--- src/hdl/tiv_div.sv ---
// Pipelined restoring divider, one quotient bit per stage.
`default_nettype none
module tiv_div #(
  parameter int NUM_W = 32,
  parameter int DEN_W = 16,
  parameter int Q_W   = 32
) (
  input  wire logic             clk,
  input  wire logic [NUM_W-1:0] num,
  input  wire logic [DEN_W-1:0] den,
  output logic      [Q_W-1:0]   quo
);
  localparam int REM_W = (NUM_W > DEN_W + Q_W) ? NUM_W : DEN_W + Q_W;

  logic [REM_W-1:0] rem_q [Q_W];
  logic [DEN_W-1:0] den_q [Q_W];
  logic [Q_W-1:0]   quo_q [Q_W];

  for (genvar j = 0; j < Q_W; j++) begin : g_stage
    logic [REM_W-1:0] rem_in;
    logic [DEN_W-1:0] den_in;
    logic [Q_W-1:0]   quo_in;
    logic [REM_W-1:0] dsh;
    if (j == 0) begin : g_first
      assign rem_in = REM_W'(num);
      assign den_in = den;
      assign quo_in = '0;
    end else begin : g_next
      assign rem_in = rem_q[j-1];
      assign den_in = den_q[j-1];
      assign quo_in = quo_q[j-1];
    end
    assign dsh = REM_W'(den_in) << (Q_W - 1 - j);
    always_ff @(posedge clk) begin
      den_q[j] <= den_in;
      if (rem_in >= dsh) begin
        rem_q[j] <= rem_in - dsh;
        quo_q[j] <= quo_in | (Q_W'(1) << (Q_W - 1 - j));
      end else begin
        rem_q[j] <= rem_in;
        quo_q[j] <= quo_in;
      end
    end
  end

  assign quo = quo_q[Q_W-1];
endmodule
`default_nettype wire

--- config.mk ---
export PLATFORM = sky130hd
export DESIGN_NAME = tiv_div
export DESIGN_NICKNAME = d
export VERILOG_FILES = /design/src/hdl/tiv_div.sv
export SDC_FILE = /design/constraint.sdc
export NUM_CORES = 2
export LEC_CHECK = 0
export BUFFER_PORTS_ARGS = -buffer_cell sky130_fd_sc_hd__buf_2
export CORE_MARGIN = 3
export CORE_UTILIZATION = 45
export CTS_BUF_LIST = sky130_fd_sc_hd__clkbuf_16
export DETAILED_ROUTE_END_ITERATION = 10
export PLACE_DENSITY = 0.61
export SYNTH_ARGS = -nofsm -noshare
export SYNTH_HDL_FRONTEND = slang
export SYNTH_SLANG_ARGS = --single-unit
--- constraint.sdc ---
create_clock -name clk -period 10.9 [get_ports clk]
set_clock_uncertainty 0.05 [all_clocks]
set_input_delay 1.09 -clock clk [delete_from_list [all_inputs] [get_ports clk]]
set_output_delay 1.09 -clock clk [all_outputs]
set_load 0.01 [all_outputs]
==> run summary <==
Clk slew on worst S/H paths = 0.06 ns
Dpl cells = 11600
Max Cap Viol = 0
Post-Synthesis Cells = 8946
Largest net degree at the start of global routing = 37
Total CTS buffers = 274
Status = finished, final reports clean
Ys async rst share = 0
Worst Hold Class = flop to flop
HPWL after detailed placement = 160 mm
Fin. Hold Viols = 0
Post-CTS Hold Buffers = 0
Ports = 81
Number of synthesized flops with an enable pin = 0
Sink Count = 2512
Mapped Area = 0.0918 mm2
RSZ-0062 raised after global routing = no
H-Tree Depth = 5
FP Rows = 165
Synth warn = 0
CTS tree = built
Yosys top cell by area = dfxtp_1
Avg Vias per Cell = 5.16
Top-count cell post-synth = dfxtp_1
FMAX = 230 MHz
Die X = 458 um
Clock buffer depth = 4
Initial cell density of the core = 0.453
Area growth from synthesis to layout = 13.1%
Maximum vdd ir drop = 0.181 mV
Crit start category = flop
Power Density = 294 mW/mm2
GRT overflow = 0
Total negative setup slack = 0 ns
Worst R2R Path Depth = 13
Leakage power = 44.8 nW
Crit Path Class = flop to flop
Final period utilization = 0.399
Synth top area share = 0.548
Share of cells above drive strength 1 = 0.0692
GPL Wtd Cong = 0.889
Post-CTS Setup Bufs = 0
Min Tclk post-route = 4.35 ns
Final Non-Filler Cells = 12000
Area of the die = 0.209 mm2
Overall Global Routing Usage = 0.196
Area contributors post-synth = dfxtp_1, ha_1, xor2_1, xnor2_1, a21oi_1
Vias in the first global route = 62500
Cts repair resizes = 0
Met3 usage = 0.0286
Port Buffers = 80
CP endpoint kind = flop
DRC = 0
Antenna violations before repair = 4
Post-Route WL = 208 mm
Worst hold path depth = 0
# nets final = 9752
Die height = 458 um
Arrival time at the worst endpoint = 5.06 ns
Grt peak-use layer = met2
Tightest Pin Transition = 1.26 ns
Met1 usage = 0.237
Top_reg_cell synth = dfxtp_1
Clk Latency, worst-skew pair = 0.93 ns
DR iter-0 viols = 3603
Root Driver = clkbuf_16
CP required = 11.61 ns
First-pass GRT wire length = 334 mm
Final Max Slew Viols = 0
CP Max Fanout = 5
Core footprint = 0.203 mm2
Drt pass-1 iters = 9
Yosys reg bits = 2512
Slew HR = 0.156
Routed wire per std cell = 17.3 um
ANT nets after route = 0
Post-Syn Nets = 9523
Syn Area/Cell = 10.3 um2
Top post-synthesis cells by count = dfxtp_1, inv_1, nor2_1
M2 GR Usage = 0.352
Post-synthesis sequential area ratio = 0.548
Setup violators final = 0
Post-synth cell types = 97
Vias = 62200
[power by group]
group | leakage [nW] | internal, mW | switching [mW]
clock | 4.38 | 5.32 | 3.52
combinational | 19.5 | 3.85 | 4.78
sequential | 21.0 | 11.3 | 1.75
[critical path, cell delays in order, from the launching register on]
cell and delay, ns:
dfxtp_1 0.31, inv_1 0.06, ha_1 0.17, inv_1 0.06
fa_1 0.42, a211o_1 0.34, a2111oi_0 0.66, o31ai_1 0.28
a211o_1 0.36, o311a_1 0.32, or3_1 0.42, nor3_1 0.47
nand3_1 0.16, xnor2_1 0.15
[cells in the final DEF, fill, tap and decap left out, types with 34 or more instances in the layout]
master	count
a211oi_1	44
a21o_1	185
a21oi_1	514
a31oi_1	47
and3_1	34
buf_2	80
clkbuf_16	281
clkinv_1	51
clkinv_2	43
dfxtp_1	2512
ha_1	498
inv_1	671
mux2_2	63
nand2_1	573
nand2b_1	111
nand3_1	124
nand4_1	100
nor2_1	614
nor2b_1	91
nor3_1	251
nor4_1	221
o21a_1	85
o21ai_0	327
o21ai_1	86
o21bai_1	38
o31ai_1	45
or2_2	43
or3_1	98
or4_1	81
xnor2_1	377
xor2_1	465
[through the flow]
| step | cell area [um2] | worst slack, ns | hold slack, ns | utilization | power [mW] |
|---|---|---|---|---|---|
| 6_report | 104000 | 6.55 | 0.236 | 0.512 | 30.5 |
| 3_3_place_gp | 95200 | 6.73 | 0.260 | 0.470 | 21.7 |
| 4_1_cts | 104000 | 6.66 | 0.159 | 0.512 | 30.8 |
| 3_5_place_dp | 95200 | 6.70 | 0.262 | 0.470 | 21.8 |
| 5_1_grt | 104000 | 6.37 | 0.189 | 0.512 | 32.4 |
| 2_1_floorplan | 91800 | 7.31 | 0.260 | - | 19.2 |
[worst paths after layout]
path,start,to,slack (ns)
min reg2reg,quo_q[0][282],quo_q[0][314],0.24
max reg2reg,rem_q[6][53],rem_q[6][139],6.55
min,quo_q[0][282],quo_q[0][314],0.24
max,rem_q[6][53],rem_q[6][139],6.55
[metal layers]
layer	vias up	share of wire	wire, um
li1	31400	-	-
met1	29200	0.43	90200
met2	1181	0.49	103000
met3	433	0.036	7430
met4	0	0.037	7800
met5	-	0	0
[sequential cells by signal, indices dropped and copies added (netlist names)]
signal,count
quo_q,528
rem_q,1488
den_q,496
[final cells by class]
type	count	area, um2
well taps	2672	3340
multi-input cells	5639	38500
inverters	643	2410
fillers	18000	98700
flip-flops and latches	2512	50300
clock buffers	281	7030
clock inverters	180	1580
diodes	3	7.51
repair buffers	105	588
[cell families after synthesis]
group,synth area share
AND/OR/NAND/NOR,0.143
flip-flops,0.548
AO/OA/AOI/OAI,0.110
XOR/XNOR,0.0803
buffers and inverters,0.0329
adder cells (fa/ha/maj),0.0744
multiplexers,0.0116
Power figures use the tool's default switching activity.
